<file path="src/atp_sqrt.sv">
`timescale 1ns / 1ps
// ----------------------------------------------------------------------------
// atp_sqrt
// Pitch denominator floor(sqrt((gy^2 + gz^2) * 4096)), one root bit per stage,
// with the other sample fields carried alongside.
// ----------------------------------------------------------------------------
module atp_sqrt #(
    parameter int SB = 16,
    parameter int SW = 4
) (
    input  logic                 aclk,
    input  logic                 aresetn,
    input  logic                 en,
    input  logic                 vld_in,
    input  logic signed [SB+2:0] gy,
    input  logic signed [SB+2:0] gz,
    input  logic [SW-1:0]        side_in,
    output logic                 vld_out,
    output logic [SB+8:0]        root,
    output logic [SW-1:0]        side_out
);
    localparam int GW = SB + 3;
    localparam int RB = SB + 9;
    localparam int NW = 2 * RB;

    logic [2*GW-1:0] sqy_reg, sqz_reg;
    logic [2*GW:0]   sum;
    logic [SW-1:0]   side0_reg;
    logic            vld0_reg;

    logic [NW-1:0]   n_reg    [0:RB];
    logic [RB+1:0]   rem_reg  [0:RB];
    logic [RB-1:0]   root_reg [0:RB];
    logic [SW-1:0]   side_reg [0:RB];
    logic            vld_reg  [0:RB];

    assign sum = {1'b0, sqy_reg} + {1'b0, sqz_reg};

    always_ff @(posedge aclk) begin
        if (!aresetn) begin
            vld0_reg   <= 1'b0;
            vld_reg[0] <= 1'b0;
        end else if (en) begin
            vld0_reg   <= vld_in;
            vld_reg[0] <= vld0_reg;
        end
    end

    always_ff @(posedge aclk) begin
        if (en) begin
            sqy_reg     <= (2*GW)'(gy * gy);
            sqz_reg     <= (2*GW)'(gz * gz);
            side0_reg   <= side_in;
            n_reg[0]    <= {sum[NW-13:0], 12'd0};
            rem_reg[0]  <= '0;
            root_reg[0] <= '0;
            side_reg[0] <= side0_reg;
        end
    end

    for (genvar k = 0; k < RB; k++) begin : g_stage
        logic [RB+3:0] cur, trial, diff;
        logic [RB+1:0] rem_next;
        logic [RB-1:0] root_next;

        always_comb begin
            cur   = {rem_reg[k], n_reg[k][NW-1:NW-2]};
            trial = {2'b00, root_reg[k], 2'b01};
            diff  = cur - trial;
            if (cur >= trial) begin
                rem_next  = diff[RB+1:0];
                root_next = {root_reg[k][RB-2:0], 1'b1};
            end else begin
                rem_next  = cur[RB+1:0];
                root_next = {root_reg[k][RB-2:0], 1'b0};
            end
        end

        always_ff @(posedge aclk) begin
            if (!aresetn) begin
                vld_reg[k+1] <= 1'b0;
            end else if (en) begin
                vld_reg[k+1] <= vld_reg[k];
            end
        end

        always_ff @(posedge aclk) begin
            if (en) begin
                n_reg[k+1]    <= {n_reg[k][NW-3:0], 2'b00};
                rem_reg[k+1]  <= rem_next;
                root_reg[k+1] <= root_next;
                side_reg[k+1] <= side_reg[k];
            end
        end
    end

    assign vld_out  = vld_reg[RB];
    assign root     = root_reg[RB];
    assign side_out = side_reg[RB];
endmodule

</file>
<file path="config.mk">
export PLATFORM = sky130hd
export DESIGN_NAME = atp_sqrt
export DESIGN_NICKNAME = d
export VERILOG_FILES = /design/src/atp_sqrt.sv
export SDC_FILE = /design/constraint.sdc
export NUM_CORES = 2
export LEC_CHECK = 0
export BUFFER_PORTS_ARGS = -buffer_cell sky130_fd_sc_hd__buf_2
export CAP_MARGIN = 0
export CORE_ASPECT_RATIO = 1.2
export CORE_MARGIN = 2
export CORE_UTILIZATION = 65
export DETAILED_ROUTE_END_ITERATION = 8
export PLACE_DENSITY_LB_ADDON = 0.3
export RECOVER_POWER = 25
export SLEW_MARGIN = 20
export SYNTH_ARGS = -nofsm -noshare
export SYNTH_HDL_FRONTEND = slang
export SYNTH_SLANG_ARGS = --single-unit
</file>
<file path="constraint.sdc">
create_clock -name aclk -period 10.7 [get_ports aclk]
set_input_delay 1.605 -clock aclk [delete_from_list [all_inputs] [get_ports aclk]]
set_output_delay 1.605 -clock aclk [all_outputs]
set_load 0.01 [all_outputs]
</file>
==> results by group <==
Clock network
  – CTS H-tree depth: 4
  – TritonCTS clock tree: done
  – TritonCTS Sinks: 1520
  – Post-CTS setup buffer count: 0
  – Root Buffer Master: clkbuf_16
  – Bufs on Longest Clock Path: 3
  – TritonCTS Buffers: 146
  – Number of hold buffers added after CTS: 0
  – Clock-pin slew on the worst setup and hold paths: 0.06 ns
  – Resized Gates After CTS: 0
  – Skew-Pair Late Insertion Delay: 0.79 ns

Yosys
  – Yosys warns: 0
  – Share of the synthesized area in the top cell type: 0.479
  – Async SR Flop Fraction: 0
  – EDFF count, synth: 1518
  – Most frequent cells after synthesis: edfxtp_1, inv_1, fa_1
  – Most common cell in the netlist: edfxtp_1
  – Yosys reg bits: 1520
  – Synthesized Nets: 9334
  – Post-synthesis cell area: 95200 um2
  – Synth cell types: 87
  – Avg Cell Area, Syn: 11.9 um2
  – Synth Instances: 7989
  – Area leader, netlist: edfxtp_1
  – Synth area leaders: edfxtp_1, fa_1, ha_1
  – Ys flop type: edfxtp_1
  – Sequential share of the synthesized area: 0.479

Timing
  – Setup-failing EPs final: 0
  – Fmax: 0.112 GHz
  – Relative slew slack: -4.11
  – Max-slew violations: 144
  – Setup TNS: 0 ns
  – Final Worst Setup Slack: 1.80 ns
  – Hold Fails Final Rpt: 0
  – RSZ-0062 raised after global routing: false
  – Tcrit/Tclk final: 0.831
  – Slew at the pin closest to its max-slew limit: 7.67 ns
  – Clock Skew: 0.0322 ns
  – Min Tclk post-route: 8.90 ns

Global route
  – Antenna violations before repair: 2
  – Pin count of the biggest net entering global routing: 196
  – Gr usage total: 0.262
  – Vias in the first global route: 60900
  – Global route overflow: 0
  – First-pass GRT wire length: 311 mm

Final layout
  – Nets: 9419
  – Layout cells sized above 1: 0.0564
  – Post-route cell area: 103000 um2
  – P&R area growth vs syn: 7.72%
  – Fillers: 9995
  – Max reg flops: 606

Hold path
  – Worst min path class: reg2reg

Setup path
  – Worst EP arrival: 9.28 ns
  – CP peak stage delay: 5.24 ns
  – Critical Path, Cell by Cell: clkbuf_1, buf_4, buf_4
  – Setup crit end kind: register
  – Buf/Inv on CP: 3
  – Worst EP required: 11.09 ns
  – CP most frequent cell: buf_4
  – CP max-delay cell: clkbuf_1
  – Crit-path leading delay family: buffers and inverters
  – Critical path class: in2reg
  – Worst-path fanout max: 143
  – Worst setup SP type: primary input

Routing
  – Drt initial violations: 4074
  – Post-DR vias/cell: 5.77
  – Total number of vias: 58400
  – Routed WL per cell: 19.0 um
  – DR DRC count: 0
  – Post-DRT Antenna Nets: 0
  – TritonRoute pass-1 iters: 5
  – Post-Route WL: 193 mm

Placement
  – Post-DP Area: 97700 um2
  – # port buffers: 75
  – Setup Slack @ Placement: 1.35 ns
  – Dpl hpwl: 145 mm
  – Routability cong.: 0.930

Floorplanning
  – FP Rows: 153
  – Initial Util: 0.656
  – Die area: 150000 um2
  – Core area: 145000 um2
  – Die Span X: 353 um
  – Io pins: 76
  – Die height: 423 um

Status
  – Failing checks: max-capacitance violations, max-slew violations
  – Status: finished with violations

Job
  – Max-cap check violation count: 1
[routing by layer]
layer  share of wire  track usage  vias to the layer above
met2            0.54        0.492                     1453
met1            0.37        0.290                    28700
met5               0            0                        -
met3           0.038       0.0348                      513
li1                -            -                    27800
met4           0.054        0.132                        0
[cell usage in the layout, fill, tap and decap left out, types with 72 or more instances in the layout]
master and instances:
nand2_1 589, fa_1 664, and2_1 126, nand3_1 76, buf_2 72, nor4_1 81, nand2b_1 81, ha_1 635
xnor2_1 323, o21ai_0 337, clkbuf_16 150, edfxtp_1 1518, nor2_1 348, inv_1 1192, a21oi_1 349, nor3_1 169
and3_1 73, o21a_1 89, xor2_1 273, nor2b_1 83, a21o_1 156
[path summary, 6_finish.rpt]
check,depth (start not counted),startpoint,slack (ns),end
setup / recovery,3,en,1.80,n_reg[0][766]
hold / removal,0,n_reg[0][370],0.41,n_reg[0][420]
setup reg to reg,9,rem_reg[21][0],6.44,rem_reg[22][3]
hold reg to reg,0,n_reg[0][370],0.41,n_reg[0][420]
[metrics by stage]
| step | hold slack [ns] | cells | utilization |
|---|---|---|---|
| 2_1_floorplan | 0.400 | 7989 | - |
| 3_3_place_gp | 0.400 | 9860 | 0.673 |
| 3_5_place_dp | 0.405 | 9860 | 0.673 |
| 4_1_cts | 0.403 | 10100 | 0.707 |
| 5_1_grt | 0.413 | 10100 | 0.707 |
| 6_report | 0.407 | 10100 | 0.707 |
[cells by family after synthesis]
| kind of cell | after synthesis | share of synthesized area |
|---|---|---|
| other cells | 1 | 0.0000394 |
| mux | 67 | 0.00776 |
| simple gates | 1890 | 0.0987 |
| compound gates | 1253 | 0.0826 |
| flops | 1520 | 0.479 |
| buf+inv | 1363 | 0.0540 |
| fa+ha+maj | 1299 | 0.223 |
| xor+xnor | 596 | 0.0548 |
[layout make-up]
type	instances	area, um2	area share
clock inverters	94	998	0.00973
diodes	2	5.00	0.0000488
clock buffers	172	3840	0.0374
multi-input cells	5106	44500	0.434
flip-flops and latches	1520	45600	0.445
well taps	1937	2420	0.0236
inverters	1194	4480	0.0437
repair buffers	106	686	0.00668
Power is left out: the tool's default activity adds up to more than one toggle a clock period on the data nets, which glitch-free logic cannot reach.
