## config.mk

```make
export PLATFORM = sky130hd
export DESIGN_NAME = atp_merge
export DESIGN_NICKNAME = d
export VERILOG_FILES = /design/src/atp_pkg.sv /design/src/atp_merge.sv
export SDC_FILE = /design/constraint.sdc
export NUM_CORES = 1
export LEC_CHECK = 0
export BUFFER_PORTS_ARGS = -buffer_cell sky130_fd_sc_hd__buf_2
export CORE_MARGIN = 2
export CORE_UTILIZATION = 35
export CTS_CLUSTER_DIAMETER = 150
export DETAILED_ROUTE_END_ITERATION = 12
export HOLD_SLACK_MARGIN = 0.05
export PLACE_DENSITY = 0.5
export SYNTH_ARGS = -nofsm -noshare
export SYNTH_HDL_FRONTEND = slang
export SYNTH_SLANG_ARGS = --single-unit
```

## constraint.sdc

```tcl
create_clock -name aclk -period 8.5 [get_ports aclk]
set_clock_uncertainty 0.1 [all_clocks]
set_input_delay 1.275 -clock aclk [delete_from_list [all_inputs] [get_ports aclk]]
set_output_delay 1.275 -clock aclk [all_outputs]
set_load 0.01 [all_outputs]
```

## src/atp_pkg.sv

```systemverilog
`timescale 1ns / 1ps
// ----------------------------------------------------------------------------
// atp_pkg
// Shared constants and the arctangent table for the tilt angle pipeline.
// ----------------------------------------------------------------------------
package atp_pkg;

    // Angle word width in binary angle units (2^32 per turn), with headroom
    // for the half-turn offset and the quarter-turn subtraction of yaw.
    localparam int ZW = 35;

    localparam logic signed [ZW-1:0] HALF_TURN    = ZW'(64'h0000_0000_8000_0000);
    localparam logic signed [ZW-1:0] QUARTER_TURN = ZW'(64'h0000_0000_4000_0000);

    // atan(2^-i) in binary angle units.
    function automatic logic [31:0] atan_bam(input logic [4:0] idx);
        logic [31:0] v;
        unique case (idx)
            5'd0:  v = 32'h20000000;
            5'd1:  v = 32'h12E4051E;
            5'd2:  v = 32'h09FB385B;
            5'd3:  v = 32'h051111D4;
            5'd4:  v = 32'h028B0D43;
            5'd5:  v = 32'h0145D7E1;
            5'd6:  v = 32'h00A2F61E;
            5'd7:  v = 32'h00517C55;
            5'd8:  v = 32'h0028BE53;
            5'd9:  v = 32'h00145F2F;
            5'd10: v = 32'h000A2F98;
            5'd11: v = 32'h000517CC;
            5'd12: v = 32'h00028BE6;
            5'd13: v = 32'h000145F3;
            5'd14: v = 32'h0000A2FA;
            5'd15: v = 32'h0000517D;
            5'd16: v = 32'h000028BE;
            5'd17: v = 32'h0000145F;
            5'd18: v = 32'h00000A30;
            5'd19: v = 32'h00000518;
            5'd20: v = 32'h0000028C;
            5'd21: v = 32'h00000146;
            5'd22: v = 32'h000000A3;
            5'd23: v = 32'h00000051;
            5'd24: v = 32'h00000029;
            5'd25: v = 32'h00000014;
            5'd26: v = 32'h0000000A;
            5'd27: v = 32'h00000005;
            5'd28: v = 32'h00000003;
            5'd29: v = 32'h00000001;
            5'd30: v = 32'h00000001;
            5'd31: v = 32'h00000000;
            default: v = 32'h00000000;
        endcase
        return v;
    endfunction

endpackage

```

## src/atp_merge.sv

```systemverilog
`timescale 1ns / 1ps
// ----------------------------------------------------------------------------
// atp_merge
// Combines the three lane angles into degrees with saturation and holds the
// finished items in a two-entry output buffer.
// ----------------------------------------------------------------------------
module atp_merge #(
    parameter int F = 7
) (
    input  logic                          aclk,
    input  logic                          aresetn,
    input  logic                          en,
    input  logic                          vld_in,
    input  logic                          undef_in,
    input  logic signed [atp_pkg::ZW-1:0] z_pitch,
    input  logic signed [atp_pkg::ZW-1:0] z_roll,
    input  logic signed [atp_pkg::ZW-1:0] z_yaw,
    output logic                          full,
    output logic                          out_valid,
    input  logic                          out_ready,
    output logic [3*F+26:0]               out_data,
    output logic                          out_undef
);
    import atp_pkg::*;

    localparam int TW = ZW + 7 + F;
    localparam int VW = TW - 28;
    localparam int PW = F + 8;
    localparam int RW = F + 9;
    localparam int YW = F + 10;
    localparam int DW = PW + RW + YW;

    logic [ZW-1:0] mp_reg, mr_reg, my_reg;
    logic          np_reg, nr_reg, ny_reg;
    logic          undef_reg, vld_reg;
    logic signed [ZW-1:0] bam_y;
    logic signed [VW-1:0] vp, vr, vy;

    logic [DW:0]   buf_reg [0:1];
    logic          rd_reg, wr_reg;
    logic [1:0]    cnt_reg;
    logic          push, pop;

    function automatic logic signed [VW-1:0] to_fixed(
        input logic [ZW-1:0] mag,
        input logic          neg,
        input int            lo_deg,
        input int            hi_deg
    );
        logic [ZW+5:0]         m45;
        logic [TW-1:0]         t;
        logic signed [VW-1:0]  v, lo, hi;
        m45 = {1'b0, mag, 5'd0} + {3'd0, mag, 3'd0} + {4'd0, mag, 2'd0} + {6'd0, mag};
        t   = {1'b0, m45, {F{1'b0}}} + (TW'(1) << 28);
        v   = $signed({1'b0, t[TW-1:29]});
        if (neg) begin
            v = -v;
        end
        lo = VW'(lo_deg) <<< F;
        hi = VW'(hi_deg) <<< F;
        if (v < lo) begin
            v = lo;
        end
        if (v > hi) begin
            v = hi;
        end
        return v;
    endfunction

    assign bam_y = z_yaw - QUARTER_TURN;

    always_ff @(posedge aclk) begin
        if (!aresetn) begin
            vld_reg <= 1'b0;
        end else if (en) begin
            vld_reg <= vld_in;
        end
    end

    always_ff @(posedge aclk) begin
        if (en) begin
            np_reg    <= z_pitch[ZW-1];
            nr_reg    <= z_roll[ZW-1];
            ny_reg    <= bam_y[ZW-1];
            mp_reg    <= z_pitch[ZW-1] ? ZW'(-z_pitch) : ZW'(z_pitch);
            mr_reg    <= z_roll[ZW-1] ? ZW'(-z_roll) : ZW'(z_roll);
            my_reg    <= bam_y[ZW-1] ? ZW'(-bam_y) : ZW'(bam_y);
            undef_reg <= undef_in;
        end
    end

    assign vp = to_fixed(mp_reg, np_reg, -90, 90);
    assign vr = to_fixed(mr_reg, nr_reg, -180, 180);
    assign vy = to_fixed(my_reg, ny_reg, -270, 90);

    // The pipeline only advances while the buffer has room, so a push
    // never meets a full buffer.
    assign push = en && vld_reg;
    assign pop  = out_valid && out_ready;

    always_ff @(posedge aclk) begin
        if (!aresetn) begin
            rd_reg  <= 1'b0;
            wr_reg  <= 1'b0;
            cnt_reg <= 2'd0;
        end else begin
            if (push) begin
                wr_reg <= ~wr_reg;
            end
            if (pop) begin
                rd_reg <= ~rd_reg;
            end
            unique case ({push, pop})
                2'b10:   cnt_reg <= cnt_reg + 2'd1;
                2'b01:   cnt_reg <= cnt_reg - 2'd1;
                default: cnt_reg <= cnt_reg;
            endcase
        end
    end

    always_ff @(posedge aclk) begin
        if (push) begin
            buf_reg[wr_reg] <= {undef_reg, vy[YW-1:0], vr[RW-1:0], vp[PW-1:0]};
        end
    end

    assign full      = (cnt_reg == 2'd2);
    assign out_valid = (cnt_reg != 2'd0);
    assign out_data  = buf_reg[rd_reg][DW-1:0];
    assign out_undef = buf_reg[rd_reg][DW];
endmodule

```

==> run_results.csv, run 1 <==
group,metric,value,unit
logic_synthesis,syn_area,24900,um2
logic_synthesis,synth_edf_count,207,
critical_path,critPathRequiredTime,8710,ps
drt,dr.pass1.iters,5,
timing,drv_slew,0,
drt,viasPerCell,5.27,
logic_synthesis,avgSynthCellArea,9.17,um2
critical_path,critPathMaxStageDelay,530,ps
drt,drt_wl_total,65.1,mm
logic_synthesis,ys_seq_elements,213,
critical_path,critPathKind,"register to register",
drt,first_iter_violations,1137,
critical_path,cp-endpoint,"buf_reg[1][20]",
grt,grt_pass1_vias,21400,
drt,route.vias.total,20600,
critical_path,cp-start-kind,"register",
critical_path,r2r-start,"mr_reg[16]",
critical_path,critical_path.top_delay_family,"simple AND/OR/NAND/NOR gates",
timing,max_freq,0.123,GHz
clock_network,cts.sinks,213,
grt,grtUsageTotal,17.7,%
placement,place_congestion,0.872,
clock_network,postCtsHoldBufs,0,
drt,ant_nets,0,
clock_network,clkLatencyLatePin,570,ps
drt,wl_per_cell,16.6,um
final_layout,stdcell_area,29100,um2
timing,min_period_over_period,95.4,%
placement,portBuffers,161,
logic_synthesis,synth_flop_cell,"edfxtp_1",
timing,slew_headroom,42.8,%
critical_path,worstSetupEndpointType,"register",
timing,fin_hold_ws,353,ps
timing,final-hold-violation-count,0,
logic_synthesis,synthesis.nets,3161,
clock_network,clk_pin_slew,60,ps
critical_path,path_max_fanout,10,
floorplan,core_area,70300,um2
critical_path,crit_start,"mr_reg[16]",
critical_path,critical_path_buf_inv_count,7,
logic_synthesis,netlist-cell-type-count,101,
grt,overflow,0,
critical_path,critPathArrivalTime,8320,ps
final_layout,drive_above_1_share,19.6,%
timing,rsz0062_at_grt,"yes",
min_path,hp-class,"register to register",
drt,drc,0,
clock_network,cts_buffers,27,
final_layout,mostFrequentLayoutCell,"inv_1",
grt,grt_pass1_wl,109,mm
critical_path,cp_common_cell,"buf_4",
outcome,outcome,"finished, final reports clean",
logic_synthesis,syn_inst,2717,
final_layout,fillers,6921,
floorplan,start_util,35.5,%
final_layout,final_cell_mix,"inv_1, edfxtp_1, nand2_1",
critical_path,worstRegToRegCells,34,
clock_network,htreeDepth,1,
floorplan,row_count,97,
placement,hpwl,53.8,mm
logic_synthesis,ys_warn_count,0,
floorplan,io_pins,162,
logic_synthesis,async_flop_share,0,%
critical_path,path_depth,34,
floorplan,dieArea,73300,um2
final_layout,largest_register_ffs,98,
critical_path,cp_slowest_cell,"fa_1",
logic_synthesis,yosysSeqAreaShare,25.4,%
floorplan,die_y,271,um
timing,timing.final.crit_period,8110,ps
critical_path,timing.rr.end,"buf_reg[1][20]",
clock_network,cts_tree,"done",
clock_network,clock_path_buffers,3,
timing,setup_viol,0,
timing,tightest_slew,852,ps
critical_path,r2r_slack,390,ps
final_layout,syn_to_final_growth,16.6,%
placement,placed_area,27300,um2
grt,antenna_found_initial,3,
clock_network,cts_root_buf,"clkbuf_16",
grt,grt_max_degree,51,
final_layout,final_nets,3400,
floorplan,die_w,271,um
timing,setup_tns,0,ps
run,maxCapViolations,0,
[cells in the mapped netlist, types with 50 or more instances]
cell      count  area share [%]
inv_1       337             5.1
nand2_1     202             3.0
fa_1        192              15
clkbuf_1     57            0.86
xnor2_1     160             5.6
ha_1        141             7.1
mux2_2       56             2.5
nor3_1       64             1.3
o21ai_0     127             2.6
nand3_1      65             1.3
xor2_1       62             2.2
a21oi_1     155             3.1
edfxtp_1    207              25
nand4_1      50             1.3
nor2_1      163             2.5
[stage by stage]
step | util [%] | setup slack, ps | instances
after floorplan | - | 249 | 2717
after global placement | 38.9 | -145 | 3841
after detailed placement | 38.9 | -208 | 3841
after CTS | 40.2 | 3.40 | 3889
after global routing | 41.4 | -71.8 | 3915
final | 41.4 | 389 | 3915
[metal layers]
layer  wire (um)  GRT usage [%]  vias up  part of all wire (%)
met3        2390           2.08       76                   3.7
li1            -              -    10200                     -
met4        1470           4.67        0                   2.3
met1       30000           23.1     9949                    46
met2       31300           30.8      365                    48
met5           0              0        -                     0
[logic make-up (layout without fill, tap and decap cells)]
| kind of cell | count (synthesis) | in the layout | share of synthesized area, % |
|---|---|---|---|
| mux | 74 | 74 | 3.26 |
| buf+inv | 418 | 675 | 6.41 |
| fa+ha+maj | 333 | 333 | 22.5 |
| compound gates | 625 | 625 | 16.8 |
| xor+xnor | 224 | 224 | 7.98 |
| flops | 213 | 213 | 25.4 |
| other cells | 0 | 1 | 0 |
| simple gates | 830 | 830 | 17.6 |
[worst min-delay path by stage]
stage | startpoint | endpoint | cells after the start
6_report | undef_reg | buf_reg[1][48] | 0
5_1_grt | undef_reg | buf_reg[1][48] | 0
4_1_cts | undef_reg | buf_reg[1][48] | 0
3_5_place_dp | undef_reg | buf_reg[1][48] | 0
3_3_place_gp | undef_reg | buf_reg[0][48] | 0
2_1_floorplan | undef_reg | buf_reg[0][48] | 0
[repair_timing]
action | CTS | global route
setup buffers | 1 | 24
cloned | 0 | 1
pin swaps | 1 | 36
endpoints found under the setup margin | 32 | 86
gates resized for setup | 12 | 179
[final cells by class]
cell class                 instances  area [um2]  area share [%]
clock inverter                    14         120           0.413
timing repair buffer             288        1770            6.10
sequential                       213        6340            21.8
inverter                         340        1290            4.43
multi-input combinational       2086       17700            60.8
tap                              940        1180            4.05
clock buffer                      33         698            2.40
antenna                            1        2.50         0.00861
Power of run 1 is left out: the tool's default activity adds up to more than one toggle a clock period on the data nets, which glitch-free logic cannot reach.
==> run 2: changes to the inputs <==
--- a/config.mk
+++ b/config.mk
@@ -11,7 +11,6 @@
 export CTS_CLUSTER_DIAMETER = 150
 export DETAILED_ROUTE_END_ITERATION = 12
 export HOLD_SLACK_MARGIN = 0.05
-export PLACE_DENSITY = 0.5
 export SYNTH_ARGS = -nofsm -noshare
 export SYNTH_HDL_FRONTEND = slang
 export SYNTH_SLANG_ARGS = --single-unit
==> run 2 against run 1 <==
Die area did not move. Hold slack improved by 8.1 ps. Cell area fell by 0.38%. Sequential share of layout area rose by 0.084 points. Non-clock buffer count fell by 8. Sequential cell count did not move. Critical path depth fell by 1. Cell count fell by 0.20%.
==> run_results.csv, run 2 (synthesis gave the netlist of run 1 again) <==
group,metric,value,unit
final_layout,final_cell_mix,"inv_1, edfxtp_1, nand2_1",
critical_path,critPathArrivalTime,8350,ps
run,maxCapViolations,0,
critical_path,cp_slowest_cell,"or3_4",
clock_network,cts.sinks,213,
critical_path,cp-start-kind,"register",
floorplan,row_count,97,
final_layout,antenna_cells,0,
outcome,outcome,"finished, final reports clean",
critical_path,worstRegToRegCells,33,
critical_path,r2r_slack,350,ps
min_path,holdPathStages,0,
timing,drv_slew,0,
critical_path,r2r-start,"mr_reg[2]",
clock_network,clkLatencyLatePin,570,ps
timing,slew_headroom,34.8,%
drt,viasPerCell,5.22,
drt,dr.pass1.iters,7,
timing,setup_tns,0,ps
critical_path,critPathMaxStageDelay,480,ps
final_layout,mostFrequentLayoutCell,"inv_1",
grt,grtUsageTotal,16.7,%
grt,grt_max_degree,53,
drt,route.vias.total,20400,
floorplan,core_area,70300,um2
clock_network,cts_root_buf,"clkbuf_16",
timing,tightest_slew,968,ps
timing,timing.final.crit_period,8150,ps
drt,first_iter_violations,1339,
critical_path,cp_common_cell,"inv_1",
drt,drt_wl_total,61.7,mm
placement,portBuffers,161,
critical_path,worstSetupEndpointType,"register",
critical_path,path_max_fanout,8,
floorplan,die_w,271,um
final_layout,largest_register_ffs,98,
timing,setup_viol,0,
grt,antenna_found_initial,2,
final_layout,syn_to_final_growth,16.2,%
clock_network,clock_path_buffers,3,
clock_network,cts_tree,"done",
critical_path,critPathKind,"register to register",
clock_network,htreeDepth,1,
floorplan,die_y,271,um
drt,ant_nets,0,
grt,overflow,0,
min_path,holdPathEnd,"buf_reg[0][48]",
floorplan,dieArea,73300,um2
grt,grt_pass1_vias,20000,
final_layout,final_nets,3391,
clock_network,clk_pin_slew,60,ps
grt,grt_pass1_wl,102,mm
placement,hpwl,50.5,mm
floorplan,io_pins,162,
final_layout,drive_above_1_share,18.3,%
critical_path,timing.rr.end,"buf_reg[1][16]",
placement,place_congestion,0.876,
drt,wl_per_cell,15.8,um
critical_path,critPathRequiredTime,8710,ps
min_path,min_from,"undef_reg",
clock_network,postCtsHoldBufs,0,
timing,max_freq,0.123,GHz
timing,final-hold-violation-count,0,
min_path,hp-class,"register to register",
floorplan,start_util,35.5,%
clock_network,cts_buffers,26,
drt,drc,0,
timing,min_period_over_period,95.8,%
-- run 2: cell types whose count changed in the layout (fill, tap and decap cells not counted), sizes merged --
cell	change
buf	-8
bufinv	+3
clkbuf	-1
clkinv	-3
diode	-1
inv	+2
-- run 2: layout make-up --
class	count	area (um2)
Fill cell	6936	41300
Clock inverter	16	208
Timing Repair Buffer	280	1700
Multi-Input combinational cell	2086	17500
Sequential cell	213	6340
Tap cell	940	1180
Inverter	340	1280
Clock buffer	32	724
-- run 2: critical path: cells and delay by family (launching register included) --
family / cells / cell delay, ps
AOI/OAI and AO/OA: 11 / 2240
adders and majority gates: 5 / 1720
buffers and inverters: 6 / 730
DFF: 1 / 400
muxes: 1 / 180
and+or+nand+nor: 10 / 2520
-- run 2: worst max-delay path by stage --
stage | from | end | slack (ps) | depth (start not counted)
after global routing | mr_reg[0] | buf_reg[0][24] | -130 | 33
final | mr_reg[2] | buf_reg[1][16] | 350 | 33
after floorplan | mr_reg[16] | buf_reg[0][17] | 250 | 34
after detailed placement | mr_reg[2] | buf_reg[0][24] | -170 | 34
after CTS | mr_reg[15] | buf_reg[0][24] | 50 | 35
after global placement | mr_reg[2] | buf_reg[0][24] | 150 | 34
-- run 2: what timing repair did --
| item | CTS | global route |
|---|---|---|
| setup endpoints to repair | 30 | 86 |
| buffers inserted | 0 | 19 |
| pin swaps | 0 | 21 |
| resized for setup | 3 | 134 |
-- run 2: stage by stage --
stage / util, % / hold WS (ps) / setup slack, ps / instances / instance area [um2]
floorplan: - / 321 / 249 / 2717 / 24900
global placement: 38.9 / 326 / 151 / 3840 / 27300
detailed placement: 38.9 / 349 / -175 / 3840 / 27300
CTS: 40.3 / 364 / 51.3 / 3888 / 28300
global route: 41.2 / 378 / -128 / 3907 / 28900
finish: 41.2 / 361 / 353 / 3907 / 28900
-- run 2: per-layer routing --
metal	global-route usage (%)	wire, um
met5	0	0
met4	3.53	959
met3	1.67	2230
met2	28.0	29000
met1	23.3	29500
Power of run 2 is left out for the same reason.
==> run 3: changes to the inputs <==
--- a/config.mk
+++ b/config.mk
@@ -7,10 +7,12 @@
 export LEC_CHECK = 0
 export BUFFER_PORTS_ARGS = -buffer_cell sky130_fd_sc_hd__buf_2
 export CORE_MARGIN = 2
-export CORE_UTILIZATION = 35
+export CORE_UTILIZATION = 50
 export CTS_CLUSTER_DIAMETER = 150
 export DETAILED_ROUTE_END_ITERATION = 12
+export GPL_ROUTABILITY_DRIVEN = 0
 export HOLD_SLACK_MARGIN = 0.05
+export PLACE_DENSITY = 0.7
 export SYNTH_ARGS = -nofsm -noshare
 export SYNTH_HDL_FRONTEND = slang
 export SYNTH_SLANG_ARGS = --single-unit
==> run 3 against run 2 <==
First-iteration DRC count increased by 13%. Sequential share of layout area up 0.32 points. Hold slack got worse by 9.3 ps. Register-to-register slack got worse by 130 ps. Maximum frequency shrank 1.6%. Global-route usage up 6.3 points. Cell area is 1.4% lower.
==> run_results.csv, run 3 (synthesis gave the netlist of run 1 again) <==
group,metric,value,unit
grt,overflow,0,
timing,timing.final.crit_period,8280,ps
clock_network,htreeDepth,1,
floorplan,die_y,227,um
floorplan,row_count,81,
drt,viasPerCell,5.81,
grt,grt_max_degree,61,
timing,max_freq,0.121,GHz
final_layout,mostFrequentLayoutCell,"inv_1",
final_layout,antenna_cells,0,
grt,grt_pass1_vias,20400,
final_layout,fillers,4260,
critical_path,cp-start-kind,"register",
grt,grtUsageTotal,23.0,%
drt,ant_nets,0,
run,maxCapViolations,0,
critical_path,critPathKind,"register to register",
grt,antenna_found_initial,0,
clock_network,cts_buffers,25,
drt,route.vias.total,20900,
floorplan,io_pins,162,
clock_network,clkLatencyLatePin,570,ps
final_layout,final_nets,3364,
timing,setup_viol,0,
final_layout,syn_to_final_growth,14.5,%
timing,tightest_slew,817,ps
clock_network,clk_pin_slew,60,ps
critical_path,cp_slowest_cell,"fa_1",
placement,portBuffers,161,
critical_path,critPathRequiredTime,8700,ps
floorplan,start_util,50.8,%
timing,slew_headroom,45.5,%
critical_path,critPathMaxStageDelay,570,ps
clock_network,cts.sinks,213,
critical_path,path_max_fanout,10,
timing,drv_slew,0,
min_path,hp-class,"register to register",
outcome,outcome,"finished, final reports clean",
floorplan,core_area,49100,um2
critical_path,critPathArrivalTime,8480,ps
drt,dr.pass1.iters,5,
final_layout,largest_register_ffs,98,
final_layout,final_cell_mix,"inv_1, edfxtp_1, nand2_1",
timing,min_period_over_period,97.4,%
critical_path,worstSetupEndpointType,"register",
drt,wl_per_cell,16.9,um
final_layout,drive_above_1_share,19.0,%
clock_network,postCtsHoldBufs,0,
drt,first_iter_violations,1509,
floorplan,dieArea,51600,um2
clock_network,cts_root_buf,"clkbuf_16",
grt,grt_pass1_wl,98.6,mm
placement,hpwl,48.3,mm
timing,final-hold-violation-count,0,
floorplan,die_w,227,um
drt,drt_wl_total,60.8,mm
drt,drc,0,
clock_network,cts_tree,"done",
clock_network,clock_path_buffers,3,
timing,fin_hold_ws,352,ps
run 3: cell types whose count changed in the layout (fill, tap and decap cells not counted), sizes merged:
cell and change:
buf -26, bufinv -3, clkbuf +3, clkinv +2, clkinvlp -2, inv -2
run 3: critical path: cells and delay by family, from the launching register on:
kind	cells	cell delay [ps]
and+or+nand+nor	10	2220
adders and majority gates	5	1820
muxes	1	180
AOI/OAI and AO/OA	11	2510
DFF	1	360
buffers and inverters	8	820
run 3: what timing repair did:
| action | CTS | global route |
|---|---|---|
| gates resized for setup | 11 | 202 |
| setup endpoints to repair | 40 | 86 |
| pin swaps | 1 | 47 |
| buffers inserted | 2 | 38 |
| cloned | 0 | 0 |
| hold endpoints to repair | 0 | 0 |
run 3: area by class of cell:
type / instances / area [um2] / share of cell area [%]
sequential: 213 / 6340 / 22.2
multi-input combinational: 2086 / 17800 / 62.3
timing repair buffer: 254 / 1540 / 5.39
tap: 664 / 831 / 2.91
clock buffer: 35 / 663 / 2.32
clock inverter: 11 / 106 / 0.373
inverter: 340 / 1280 / 4.50
run 3: per-layer routing:
metal	wire (um)	global-route usage, %	up-vias
met5	0	0	-
met3	2930	2.56	100
met2	30300	41.0	583
li1	-	-	10200
met4	1470	5.86	0
met1	26000	29.7	10100
run 3: path summary, 6_finish.rpt:
path              cells past startpoint  slack [ps]              to      start
hold reg to reg                       0         350  buf_reg[1][48]  undef_reg
setup reg to reg                     35         220  buf_reg[0][24]  mr_reg[5]
setup / recovery                     35         220  buf_reg[0][24]  mr_reg[5]
hold / removal                        0         350  buf_reg[1][48]  undef_reg
run 3: metrics by stage:
stage / util, % / setup WS (ps) / setup TNS, ps / instance area, um2 / instances
after global placement: 54.3 / 58.5 / 0 / 26700 / 3517
after detailed placement: 54.3 / -230 / -5130 / 26700 / 3517
final: 58.2 / 221 / 0 / 28500 / 3603
after global routing: 58.2 / -223 / -6570 / 28500 / 3603
after floorplan: - / 249 / 0 / 24900 / 2717
after CTS: 56.0 / 12.9 / 0 / 27500 / 3565
Power of run 3 is left out for the same reason.
