File: src/atp_scale.sv
`timescale 1ns / 1ps
// ----------------------------------------------------------------------------
// atp_scale
// Scales one raw axis count to milli-g: raw * 39 / 10, truncated toward zero.
// ----------------------------------------------------------------------------
module atp_scale #(
    parameter int SB = 16
) (
    input  logic                 aclk,
    input  logic                 aresetn,
    input  logic                 en,
    input  logic                 vld_in,
    input  logic [SB-1:0]        raw,
    output logic                 vld_out,
    output logic signed [SB+2:0] g
);
    localparam int MW = SB + 5;
    localparam int K  = MW + 4;
    localparam int RW = K - 3;
    localparam int QW = MW - 3;
    localparam logic [RW-1:0] RECIP = RW'((64'd1 << K) / 64'd10);

    logic signed [MW:0]   rx;
    logic signed [MW:0]   p;
    logic [MW-1:0]        mag_reg, mag2_reg;
    logic                 neg_reg, neg2_reg;
    logic [QW-1:0]        q0_reg;
    logic [MW+RW-1:0]     prod;
    logic [MW-1:0]        rem;
    logic [QW-1:0]        q;
    logic signed [SB+2:0] g_next, g_reg;
    logic [2:0]           vld_reg;

    assign rx   = $signed({{(MW+1-SB){raw[SB-1]}}, raw});
    assign p    = (rx <<< 5) + (rx <<< 2) + (rx <<< 1) + rx;
    assign prod = mag_reg * RECIP;

    // The reciprocal is slightly low, so the estimate is at most one short.
    always_comb begin
        rem    = mag2_reg - {q0_reg, 3'b000} - {2'b00, q0_reg, 1'b0};
        q      = (rem >= MW'(10)) ? q0_reg + QW'(1) : q0_reg;
        g_next = neg2_reg ? -$signed({1'b0, q}) : $signed({1'b0, q});
    end

    always_ff @(posedge aclk) begin
        if (!aresetn) begin
            vld_reg <= '0;
        end else if (en) begin
            vld_reg <= {vld_reg[1:0], vld_in};
        end
    end

    always_ff @(posedge aclk) begin
        if (en) begin
            neg_reg  <= p[MW];
            mag_reg  <= p[MW] ? MW'(-p) : p[MW-1:0];
            q0_reg   <= prod[MW+RW-1:K];
            mag2_reg <= mag_reg;
            neg2_reg <= neg_reg;
            g_reg    <= g_next;
        end
    end

    assign vld_out = vld_reg[2];
    assign g       = g_reg;
endmodule

File: config.mk
export PLATFORM = sky130hd
export DESIGN_NAME = atp_scale
export DESIGN_NICKNAME = d
export VERILOG_FILES = /design/src/atp_scale.sv
export SDC_FILE = /design/constraint.sdc
export NUM_CORES = 1
export LEC_CHECK = 0
export ABC_AREA = 1
export BUFFER_PORTS_ARGS = -buffer_cell sky130_fd_sc_hd__clkbuf_2
export CAP_MARGIN = 5
export CELL_PAD_IN_SITES_DETAIL_PLACEMENT = 0
export CELL_PAD_IN_SITES_GLOBAL_PLACEMENT = 2
export CORE_ASPECT_RATIO = 1.25
export CORE_MARGIN = 5
export CORE_UTILIZATION = 40
export DETAILED_ROUTE_END_ITERATION = 16
export PLACE_DENSITY_LB_ADDON = 0.25
export SLEW_MARGIN = 10
export SYNTH_ARGS = -nofsm -noshare
export SYNTH_HDL_FRONTEND = slang
export SYNTH_SLANG_ARGS = --single-unit
File: constraint.sdc
create_clock -name aclk -period 6.5 [get_ports aclk]
set_input_delay 0.325 -clock aclk [delete_from_list [all_inputs] [get_ports aclk]]
set_output_delay 0.325 -clock aclk [all_outputs]
set_load 0.005 [all_outputs]
==> results by stage, run 1 <==
Timing:
- For the pin with the worst max-slew slack, the measured transition is 919 ps.
- The max-slew violation total from the final report was 0.
- Timing would allow up to 162 MHz.
- Dividing the final minimum period by the clock period gives 0.947.
- Headroom to the max-slew limit came out at 0.387.
- Adding up every negative setup slack in the final design gives 0 ps.
- Setup violations remaining at the end of the flow were counted as 0.
- The clock period minus final worst setup slack is 6160 ps.
- Setup repair after global routing left no endpoint under its margin.
- The worst clock skew is 9.25 ps.
- The hold violation count in the final report is 0.

Synth:
- The area of the mapped netlist is 0.0135 mm².
- Synthesis inferred 84 register bits.
- Averaged over all synthesized cells, the footprint is 8.37 µm².
- During synthesis, Yosys emitted a total of 0 warnings.
- Of the synthesized area, sequential elements account for 0.184.
- When the netlist entered floorplanning its net count stood at 1986.
- The number of synthesized flops with an enable pin is 81.
- The async set or reset register ratio after synthesis is 0.
- The synthesized netlist cell count is 1615.
- The number of different library cells used by synthesis comes to 46.
- The dominant synthesized flop cell is sky130_fd_sc_hd__edfxtp_1.

Setup path:
- For flop-to-flop paths, the worst setup slack is 340 ps.
- In this run the worst path has a maximum fanout of 3.
- The critical register-to-register path startpoint is mag_reg[10].
- The worst endpoint data arrival time is 6270 ps.
- STA puts the critical path data required time at 6610 ps.
- STA classifies the critical path endpoint as a flip-flop.
- The end of the worst register-to-register path is q0_reg[16].
- The worst register-to-register path has a depth of 22.
- The path type of the worst setup path is flip-flop to flip-flop.
- The type of element launching the critical path is a flip-flop.

Min path:
- The class of the most critical hold timing path is primary input to flip-flop.
- The startpoint of the most critical hold path is vld_in.
- Counting instances, the worst hold path has a depth of 3.
- The worst hold path terminates at vld_reg[0].

Finish:
- The final-stage net count is 2044.
- In the layout the commonest cells are sky130_fd_sc_hd__inv_1 (343), sky130_fd_sc_hd__nand2_1 (299), sky130_fd_sc_hd__ha_1 (211), sky130_fd_sc_hd__fa_1 (140), sky130_fd_sc_hd__nor2_1 (103).
- Fill cells in the final layout number 3393.
- The number of diodes is 0.
- The relative area change from synthesis to final layout is 8.33%.
- The fraction of final layout cells sized beyond drive strength 1 is 0.0799.
- Once layout is complete, the utilization of the core stands at 0.437.
- The most frequent standard cell in the layout excluding fill and tap cells is sky130_fd_sc_hd__inv_1.

Floorplanning:
- After floorplanning, the core was divided into 75 placement rows.
- In this run the standard cell core region covers 0.0335 mm².
- The die area is 0.0376 mm².
- During I/O placement, the number of pins put on the boundary was 40.
- The starting density of the core is 0.403.
- The die is 215 µm tall.
- The die is 174 µm wide.

Route:
- The number of vias per cell is 4.94.
- The post-route antenna net violation count is 0.
- The DRC violations left is 0.
- The first routing iteration left 346 violations.
- The final routed wire length divided by cell count is 16.4 µm.
- The final routed wirelength across all metal layers is 34400 µm.
- The first TritonRoute pass finished after 4 iterations.
- Across all layers, the routed design uses 10400 vias.

Clock network:
- The CTS tree is yes.
- The CTS sink count is 84.
- Buffers inserted during clock tree synthesis total 9.
- The master cell of the clock root buffer is sky130_fd_sc_hd__clkbuf_16.
- The clock-pin slew reported for the worst setup and hold paths after clock tree synthesis is 70 ps.
- In this run the deepest clock path goes through 2 buffers.
- The hold buffer count at CTS is 0.
- The clock reaches the later pin of the worst-skew pair after 360 ps.
- The H-tree depth reported by CTS is 3.

Global routing:
- The largest net degree at the start of global routing is 71.
- The number of global-route vias before repair is 11000.
- The global-route total usage across every layer is 0.188.
- The number of antenna violations at the first check in global routing came to 0.
- The total congestion overflow after global routing is 0.
- The first-pass GRT wire length is 56000 µm.

Run status:
- The run finished with clean final reports.

Place:
- The routability congestion estimate is 0.922.
- The number of input and output port buffers inserted is 39.
- Once detailed placement completed, the half-perimeter wirelength came to 30600 µm.

Run:
- The tool flagged a number of max-cap violations equal to 0.
## worst max-delay path by stage
stage | slack, ps | to | cells past startpoint | start
after floorplan | 670 | q0_reg[17] | 23 | mag_reg[10]
after global placement | 200 | q0_reg[17] | 24 | mag_reg[10]
after detailed placement | 70 | q0_reg[13] | 22 | mag_reg[10]
after CTS | 90 | q0_reg[13] | 22 | mag_reg[10]
after global routing | 30 | q0_reg[16] | 22 | mag_reg[10]
final | 340 | q0_reg[16] | 22 | mag_reg[10]
## per-layer routing
metal	global-route usage	part of all wire	up-vias
li1	-	-	5298
met2	0.373	0.56	112
met3	0.0147	0.019	55
met1	0.206	0.39	4912
met5	0	0	-
met4	0.0639	0.031	0
## timing repair
item | CTS | global route
buffers inserted | 0 | 2
resized for setup | 0 | 8
setup endpoints to repair | 0 | 8
## final cells by class
type                            instances  area, µm²  area share
Clock buffer                            9        225      0.0154
Clock inverter                          7       82.6     0.00564
Inverter                              350       1310      0.0898
Sequential cell                        84       2490       0.170
Multi-Input combinational cell       1173       9680       0.661
Tap cell                              423        529      0.0362
Timing Repair Buffer                   55        318      0.0217
## synthesized netlist by cell type (3+ instances only)
cell type	number	area (µm²)
sky130_fd_sc_hd__a21o_1	4	30.0
sky130_fd_sc_hd__a21oi_1	81	405
sky130_fd_sc_hd__a31oi_1	5	31.3
sky130_fd_sc_hd__buf_2	4	20.0
sky130_fd_sc_hd__dfxtp_1	3	60.1
sky130_fd_sc_hd__edfxtp_1	81	2430
sky130_fd_sc_hd__fa_1	140	2800
sky130_fd_sc_hd__ha_1	211	2640
sky130_fd_sc_hd__inv_1	343	1290
sky130_fd_sc_hd__inv_2	6	22.5
sky130_fd_sc_hd__nand2_1	299	1120
sky130_fd_sc_hd__nand2_2	22	138
sky130_fd_sc_hd__nand2_4	3	33.8
sky130_fd_sc_hd__nand3_1	62	310
sky130_fd_sc_hd__nand3_2	6	60.1
sky130_fd_sc_hd__nand3b_1	4	30.0
sky130_fd_sc_hd__nand4_1	27	169
sky130_fd_sc_hd__nor2_1	103	387
sky130_fd_sc_hd__nor2_2	11	68.8
sky130_fd_sc_hd__nor3_1	20	100
sky130_fd_sc_hd__nor4_1	9	56.3
sky130_fd_sc_hd__o2111ai_1	4	35.0
sky130_fd_sc_hd__o21a_1	5	37.5
sky130_fd_sc_hd__o21ai_0	38	190
sky130_fd_sc_hd__o21ai_1	6	30.0
sky130_fd_sc_hd__o21bai_1	4	30.0
sky130_fd_sc_hd__o221ai_1	3	26.3
sky130_fd_sc_hd__or2_2	3	18.8
sky130_fd_sc_hd__xnor2_1	23	201
sky130_fd_sc_hd__xor2_1	63	552
## worst max-delay path, stage by stage (launching register included)
cell and delay, ps:
sky130_fd_sc_hd__edfxtp_1 380, sky130_fd_sc_hd__inv_1 60, sky130_fd_sc_hd__ha_1 330, sky130_fd_sc_hd__fa_1 600, sky130_fd_sc_hd__inv_1 100, sky130_fd_sc_hd__fa_1 580, sky130_fd_sc_hd__fa_1 470, sky130_fd_sc_hd__fa_1 530
sky130_fd_sc_hd__fa_1 540, sky130_fd_sc_hd__inv_1 50, sky130_fd_sc_hd__fa_1 550, sky130_fd_sc_hd__inv_1 50, sky130_fd_sc_hd__ha_1 310, sky130_fd_sc_hd__nand2_1 100, sky130_fd_sc_hd__nor2_1 160, sky130_fd_sc_hd__nand2_1 100
sky130_fd_sc_hd__nor4_1 180, sky130_fd_sc_hd__a21oi_1 100, sky130_fd_sc_hd__buf_4 160, sky130_fd_sc_hd__o21ai_2 150, sky130_fd_sc_hd__buf_4 160, sky130_fd_sc_hd__a31oi_1 90, sky130_fd_sc_hd__xor2_1 160
## metrics by stage
step / hold WS (ps) / cell area [µm²] / std cells / setup WS (ps)
finish: 178 / 14600 / 2101 / 342
global route: 171 / 14600 / 2101 / 26.0
CTS: 169 / 14600 / 2099 / 91.2
global placement: 459 / 14300 / 2083 / 202
floorplan: 400 / 13500 / 1615 / 667
detailed placement: 483 / 14300 / 2083 / 74.3
## cells by family after synthesis
group / after synthesis / share of synthesized area
AOI/OAI and AO/OA: 158 / 0.0653
xor gates and xnor gates: 86 / 0.0558
adders and majority gates: 351 / 0.403
buffers and inverters: 358 / 0.101
DFF: 84 / 0.184
and+or+nand+nor: 578 / 0.191
Power of run 1 is left out: the tool's default activity adds up to more than one toggle a clock period on the data nets, which glitch-free logic cannot reach.
==> inputs of run 2 (changes only) <==
- CORE_UTILIZATION: 40 -> 30
- clock period: 6.5 -> 7.1 ns (I/O delays scaled with it)
==> run 2 against run 1 <==
Critical path depth fell by 2; non-clock buffer count fell by 12; core utilization fell by 11 points; first-iteration DRC count rose by 19%; fmax fell by 6.9%; via count fell by 1.7%; register-to-register slack improved by 140 ps; die area rose by 31%; cell count rose by 6.8%; highest routed layer unchanged.
==> results by stage, run 2 (synthesized netlist as in run 1, its figures left out) <==
Global routing:
- The number of antenna violations at the first check in global routing came to 0.
- In the global route stage, overall resource usage came out at 0.153.
- The first-pass GRT wire length is 58900 µm.
- Entering global routing, the biggest net connects 71 pins.
- The total congestion overflow after global routing is 0.
- The number of global-route vias before repair came to 11100.

Timing:
- The tightest slew margin relative to the limit is 0.353.
- The clock arrives with 14.3 ps of skew.
- The max-slew violation total from the final report is 0.
- The hold violation count in the final report is 0.
- Setup repair after global routing left no endpoint under its margin.
- In the finished design, the share of the clock period the worst path needs comes to 0.932.
- The final setup TNS is 0 ps.
- The final setup violation count is 0.
- After layout, the minimum clock period comes to 6620 ps.
- In the post-route analysis, the smallest setup slack over all paths is 484 ps.
- The achievable clock frequency is 151 MHz.
- The worst hold slack across all endpoints is 210 ps.
- The measured slew at the worst slew-check pin is 970 ps.

Setup path:
- The end of the worst register-to-register path is q0_reg[16].
- Data on the critical path arrives at its endpoint at 6730 ps.
- The number of cells on the worst reg-to-reg path is 20.
- The critical register-to-register path startpoint is mag_reg[10].
- At the worst endpoint, the required time is 7210 ps.
- The type of element launching the critical path is a flip-flop.
- The critical path endpoint category is a flip-flop.
- The maximum fanout along the worst path is 4.
- The critical path is of the flip-flop to flip-flop type.
- Setup slack on the worst reg-to-reg path comes out at 480 ps.

Floorplanning:
- The die area is 0.0494 mm².
- The area of the core is 0.0448 mm².
- For this design the top-level I/O count stands at 40.
- After floorplanning, the core was divided into 87 placement rows.
- The vertical die dimension is 247 µm.
- The starting density of the core is 0.301.
- The floorplan step set the die width to 200 µm.

Min path:
- The endpoint with the worst hold slack is vld_reg[0].
- The startpoint of the most critical hold path is vld_in.
- The worst hold path passes through 3 cells.
- The class of the most critical hold timing path is primary input to flip-flop.

Clock network:
- The clock-pin slew reported for the worst setup and hold paths after clock tree synthesis is 70 ps.
- The maximum clock path buffer count is 2.
- In this run the post-CTS setup repair buffer count came out at 0.
- The CTS sink count is 84.
- TritonCTS built the clock tree.
- The post-CTS resize count is 0.
- Clock tree synthesis selected as its root buffer the cell sky130_fd_sc_hd__clkbuf_16.
- The clock insertion delay at the later pin of the skew report is 370 ps.
- The number of clock buffers added by TritonCTS is 9.
- The hold buffer count at CTS is 0.
- The H-tree was split into 3 levels.

Route:
- The total number of vias is 10200.
- The detail route stage leaves a number of antenna-violating nets equal to 0.
- The detailed router finished its first iteration with 412 violations.
- For this run, the detailed router's first-pass iteration total came to 5.
- The DRC violations left is 0.
- The final routed wire length divided by cell count is 16.2 µm.
- The final routed wirelength across all metal layers is 36400 µm.
- The number of vias per cell is 4.55.

Place:
- The count of buffers added on input and output ports is 39.
- The routability congestion estimate is 0.910.
- The area of placed instances is 0.0144 mm².
- Detailed placement finished with a half-perimeter wire length of 32600 µm.
- Before CTS, the worst setup slack after placement is 480 ps.

Finish:
- Of the cells placed in the final design, the portion with a size suffix greater than 1 is 0.0696.
- In the layout the commonest cells are sky130_fd_sc_hd__inv_1 (343), sky130_fd_sc_hd__nand2_1 (299), sky130_fd_sc_hd__ha_1 (211), sky130_fd_sc_hd__fa_1 (140), sky130_fd_sc_hd__nor2_1 (103).
- The fill cell total of the finished layout is 4814.
- Leaving out fill and tap cells, the most frequent cell in the layout is sky130_fd_sc_hd__inv_1.
- Summing all multi-input logic gate instances after layout gives 0.00965 mm².
- The final design instance area without fill is 0.0147 mm².
- The area growth from synthesis to layout is 9.08%.
- Registers take 0.00249 mm².
- The repair_antennas step left the layout with diodes totalling 0.
- The net count of the finished layout is 2032.

Run:
- Across the run, the number of max-cap violations was 0.

Run status:
- The run finished with clean final reports.
-- run 2: changes by cell type in the layout (fill, tap and decap cells not counted), sizes merged --
| cell | previous run | this run |
|---|---|---|
| clkbuf | 47 | 48 |
| bufinv | 1 | 2 |
| clkinvlp | 2 | 1 |
| buf | 17 | 5 |
| clkinv | 3 | 2 |
-- run 2: layer usage --
| layer | part of all wire | GRT usage |
|---|---|---|
| met1 | 0.41 | 0.178 |
| met2 | 0.53 | 0.290 |
| met4 | 0.039 | 0.0532 |
| met5 | 0 | 0 |
| met3 | 0.018 | 0.0166 |
-- run 2: final cells by class --
cell class | instances | share of cell area
inverters | 350 | 0.0891
clock buffers | 10 | 0.0155
multi-input cells | 1173 | 0.655
flip-flops and latches | 84 | 0.169
clock inverters | 6 | 0.00654
repair buffers | 43 | 0.0155
well taps | 578 | 0.0491
-- run 2: worst max path at each step --
| stage | from | end | slack [ps] | cells after the start |
|---|---|---|---|---|
| after floorplan | mag_reg[10] | q0_reg[17] | 1270 | 23 |
| after global placement | mag_reg[10] | q0_reg[16] | 480 | 20 |
| after detailed placement | mag_reg[10] | q0_reg[16] | 480 | 20 |
| after CTS | mag_reg[10] | q0_reg[16] | 470 | 20 |
| after global routing | mag_reg[10] | q0_reg[16] | 170 | 20 |
| final | mag_reg[10] | q0_reg[16] | 480 | 20 |
-- run 2: critical path: stages, from the launching register on --
cell	delay [ps]
sky130_fd_sc_hd__edfxtp_1	400
sky130_fd_sc_hd__inv_1	60
sky130_fd_sc_hd__ha_1	330
sky130_fd_sc_hd__fa_1	600
sky130_fd_sc_hd__inv_1	90
sky130_fd_sc_hd__fa_1	570
sky130_fd_sc_hd__fa_1	470
sky130_fd_sc_hd__fa_1	530
sky130_fd_sc_hd__fa_1	550
sky130_fd_sc_hd__inv_1	60
sky130_fd_sc_hd__fa_1	560
sky130_fd_sc_hd__inv_1	50
sky130_fd_sc_hd__ha_1	310
sky130_fd_sc_hd__nand2_1	110
sky130_fd_sc_hd__nor2_1	150
sky130_fd_sc_hd__nand2_1	90
sky130_fd_sc_hd__nor4_1	180
sky130_fd_sc_hd__a21oi_1	230
sky130_fd_sc_hd__o21ai_0	630
sky130_fd_sc_hd__a31oi_1	210
sky130_fd_sc_hd__xor2_1	190
-- run 2: stage by stage --
step                      instances   util
after CTS                      2244  0.329
final                          2244  0.329
after global placement         2228  0.321
after floorplan                1615      -
after detailed placement       2228  0.321
after global routing           2244  0.329
Power of run 2 is left out for the same reason.
==> inputs of run 3 (changes only) <==
- CTS_BUF_LIST: unset -> sky130_fd_sc_hd__clkbuf_8
- REMOVE_ABC_BUFFERS: unset -> 1
==> run 3 against run 2 <==
Core utilization shrank 0.29 points; global-route usage grew 0.082 points; critical path depth is the same; sequential share of layout area grew 0.15 points; worst setup slack lost 52 ps; first-iteration DRC count shrank 6.1%; cell area shrank 0.88%; sequential cell count is the same; clock skew grew 10 ps; register-to-register slack lost 50 ps; cell count is the same; wire length is essentially flat.
==> results by stage, run 3 (synthesized netlist as in run 1, its figures left out) <==
Floorplanning:
- The floorplan step defined a die boundary enclosing 0.0494 mm².
- The horizontal die dimension is 200 µm.
- During I/O placement, the number of pins put on the boundary was 40.
- The floorplan has 87 rows.
- For this configuration, the core starts out at a cell density of 0.301.
- Measured along the y axis, the die boundary spans 247 µm.
- The core region is 0.0448 mm².

Finish:
- Counting the fill cells in the layout gives 4859.
- The flip-flop and latch area is 0.00249 mm².
- In the layout the commonest cells are sky130_fd_sc_hd__inv_1 (346), sky130_fd_sc_hd__nand2_1 (299), sky130_fd_sc_hd__ha_1 (211), sky130_fd_sc_hd__fa_1 (140), sky130_fd_sc_hd__nor2_1 (103).
- After the last flow step, the layout net total stands at 2032.
- The area growth from synthesis to layout is 8.11%.
- Summing all multi-input logic gate instances after layout gives 0.00965 mm².
- Of the cells placed in the final design, the portion with a size suffix greater than 1 is 0.0684.
- 0 antenna diodes ended up in the layout.
- Leaving out fill and tap cells, the most frequent cell in the layout is sky130_fd_sc_hd__inv_1.

Route:
- The DRC violations left is 0.
- Using the TritonRoute via totals, the vias-per-cell ratio works out to 4.57.
- The first-iteration detailed-routing DRC count is 387.
- The final routed wire length divided by cell count is 16.2 µm.
- The final routed wirelength across all metal layers is 36400 µm.
- The pre-antenna-repair detailed-routing pass consisted of 5 iterations.
- The count of nets left with antenna violations once routing finished came out at 0.
- The total number of vias is 10300.

Global routing:
- The first global-routing pass estimated 58900 µm of wire.
- Entering global routing, the biggest net connects 67 pins.
- The number of antenna violations at the first check in global routing is 0.
- The number of global-route vias before repair is 11200.
- Global routing finished with a remaining overflow of 0.
- For this run, the total global-route usage over all layers was measured as 0.154.

Setup path:
- The startpoint identified for the worst register-to-register timing path is mag_reg[10].
- The setup check on the worst reg-to-reg path leaves a slack of 430 ps.
- The largest individual stage delay along the critical path comes from the cell sky130_fd_sc_hd__o21ai_0.
- The count of buffering cells on the critical path with inverters included is 4.
- The delay of the slowest cell on the worst path is 610 ps.
- Along the worst path, the maximum fanout reaches 4.
- The number of cells on the worst reg-to-reg path is 20.
- The top cell family by delay on the critical path is adder cells.
- The most numerous cell type found on the critical path is sky130_fd_sc_hd__fa_1.
- The data required time at the worst endpoint is 7260 ps.
- The worst setup path is launched from a flip-flop.
- The critical path endpoint category is a flip-flop.
- The worst endpoint data arrival time is 6830 ps.
- The end of the worst register-to-register path is q0_reg[16].
- The critical path in this run is classified as flip-flop to flip-flop.
- Walking the worst path, the cells encountered are inv_1 > ha_1 > fa_1 > inv_1 > fa_1 > fa_1 > fa_1 > fa_1 > inv_1 > fa_1 > inv_1 > ha_1 > nand2_1 > nor2_1 > nand2_1 > nor4_1 > a21oi_1 > o21ai_0 > a31oi_1 > xor2_1.

Clock network:
- The clock-pin slew reported for the worst setup and hold paths after clock tree synthesis is 100 ps.
- The hold buffer count at CTS is 0.
- No sink is reached through more buffers than the 2 on the longest clock path.
- The master cell of the clock root buffer is sky130_fd_sc_hd__clkbuf_8.
- The tree built by TritonCTS fans out to 84 sinks.
- The buffer count from post-CTS setup fixing is 0.
- The H-tree depth reported by CTS is 3.
- The CTS tree is yes.
- Counting the buffers created by CTS gives 9.
- The clock insertion delay at the later pin of the skew report is 410 ps.
- The post-CTS resize count is 0.

Timing:
- Setup repair after global routing left no endpoint under its margin.
- For the final database, setup skew stands at 24.4 ps.
- The max-slew violation total from the final report is 0.
- The clock period minus final worst setup slack is 6670 ps.
- Of the available clock period, the critical path in the final layout requires 0.939.
- The hold violation count in the final report was 0.
- The achievable clock frequency is 150 MHz.
- At the pin with the least slew margin, the transition time is 887 ps.
- In this run the tightest slew margin relative to its limit is 0.409.
- For the final routed database, the setup TNS stands at 0 ps.
- Setup violations remaining at the end of the flow were counted as 0.

Min path:
- The min-delay analysis places its worst path in the category primary input to flip-flop.
- The worst hold path was traced through 3 stages.
- In this run the most critical hold path is launched from vld_in.
- The endpoint with the worst hold slack is vld_reg[0].

Place:
- Routability-driven placement finished with a final weighted congestion of 0.907.
- Detailed placement ended at an HPWL of 32500 µm.
- The number of input and output port buffers inserted is 39.

Run:
- The number of max-capacitance violations reported is 0.

Run status:
- The flow ran to the end, and the final reports show no timing, DRC or antenna violations.
-- run 3: cell count changes in the layout (fill, tap and decap cells not counted), sizes merged --
cell	previous run	this run
inv	351	353
bufinv	2	1
clkinv	2	1
-- run 3: worst max path at each step --
stage / endpoint / cells after the start / startpoint
after detailed placement: q0_reg[16] / 20 / mag_reg[10]
after CTS: q0_reg[16] / 20 / mag_reg[10]
after floorplan: q0_reg[17] / 23 / mag_reg[10]
after global placement: q0_reg[16] / 20 / mag_reg[6]
final: q0_reg[16] / 20 / mag_reg[10]
after global routing: q0_reg[16] / 20 / mag_reg[10]
-- run 3: layout make-up --
class	count	share of cell area
multi-input cells	1173	0.661
flip-flops and latches	84	0.171
clock inverters	6	0.00394
well taps	578	0.0495
inverters	350	0.0899
repair buffers	43	0.0156
clock buffers	10	0.00942
-- run 3: layer usage --
layer / share of wire / up-vias / track usage
met5: 0 / - / 0
met4: 0.032 / 0 / 0.0524
met3: 0.015 / 48 / 0.0155
met2: 0.54 / 108 / 0.296
met1: 0.42 / 4838 / 0.175
li1: - / 5261 / -
-- run 3: worst min-delay path: stages --
cell                       delay [ps]
sky130_fd_sc_hd__clkbuf_2          80
sky130_fd_sc_hd__nor2_1            30
sky130_fd_sc_hd__nor2_1            80
-- run 3: through the flow --
step / util / area, µm² / worst slack, ps / hold slack (ps) / instances
2_1_floorplan: - / 13500 / 1270 / 400 / 1607
3_5_place_dp: 0.321 / 14400 / 454 / 473 / 2228
3_3_place_gp: 0.321 / 14400 / 473 / 460 / 2228
5_1_grt: 0.326 / 14600 / 180 / 162 / 2244
6_report: 0.326 / 14600 / 432 / 173 / 2244
4_1_cts: 0.326 / 14600 / 442 / 135 / 2244
Power of run 3 is left out for the same reason.
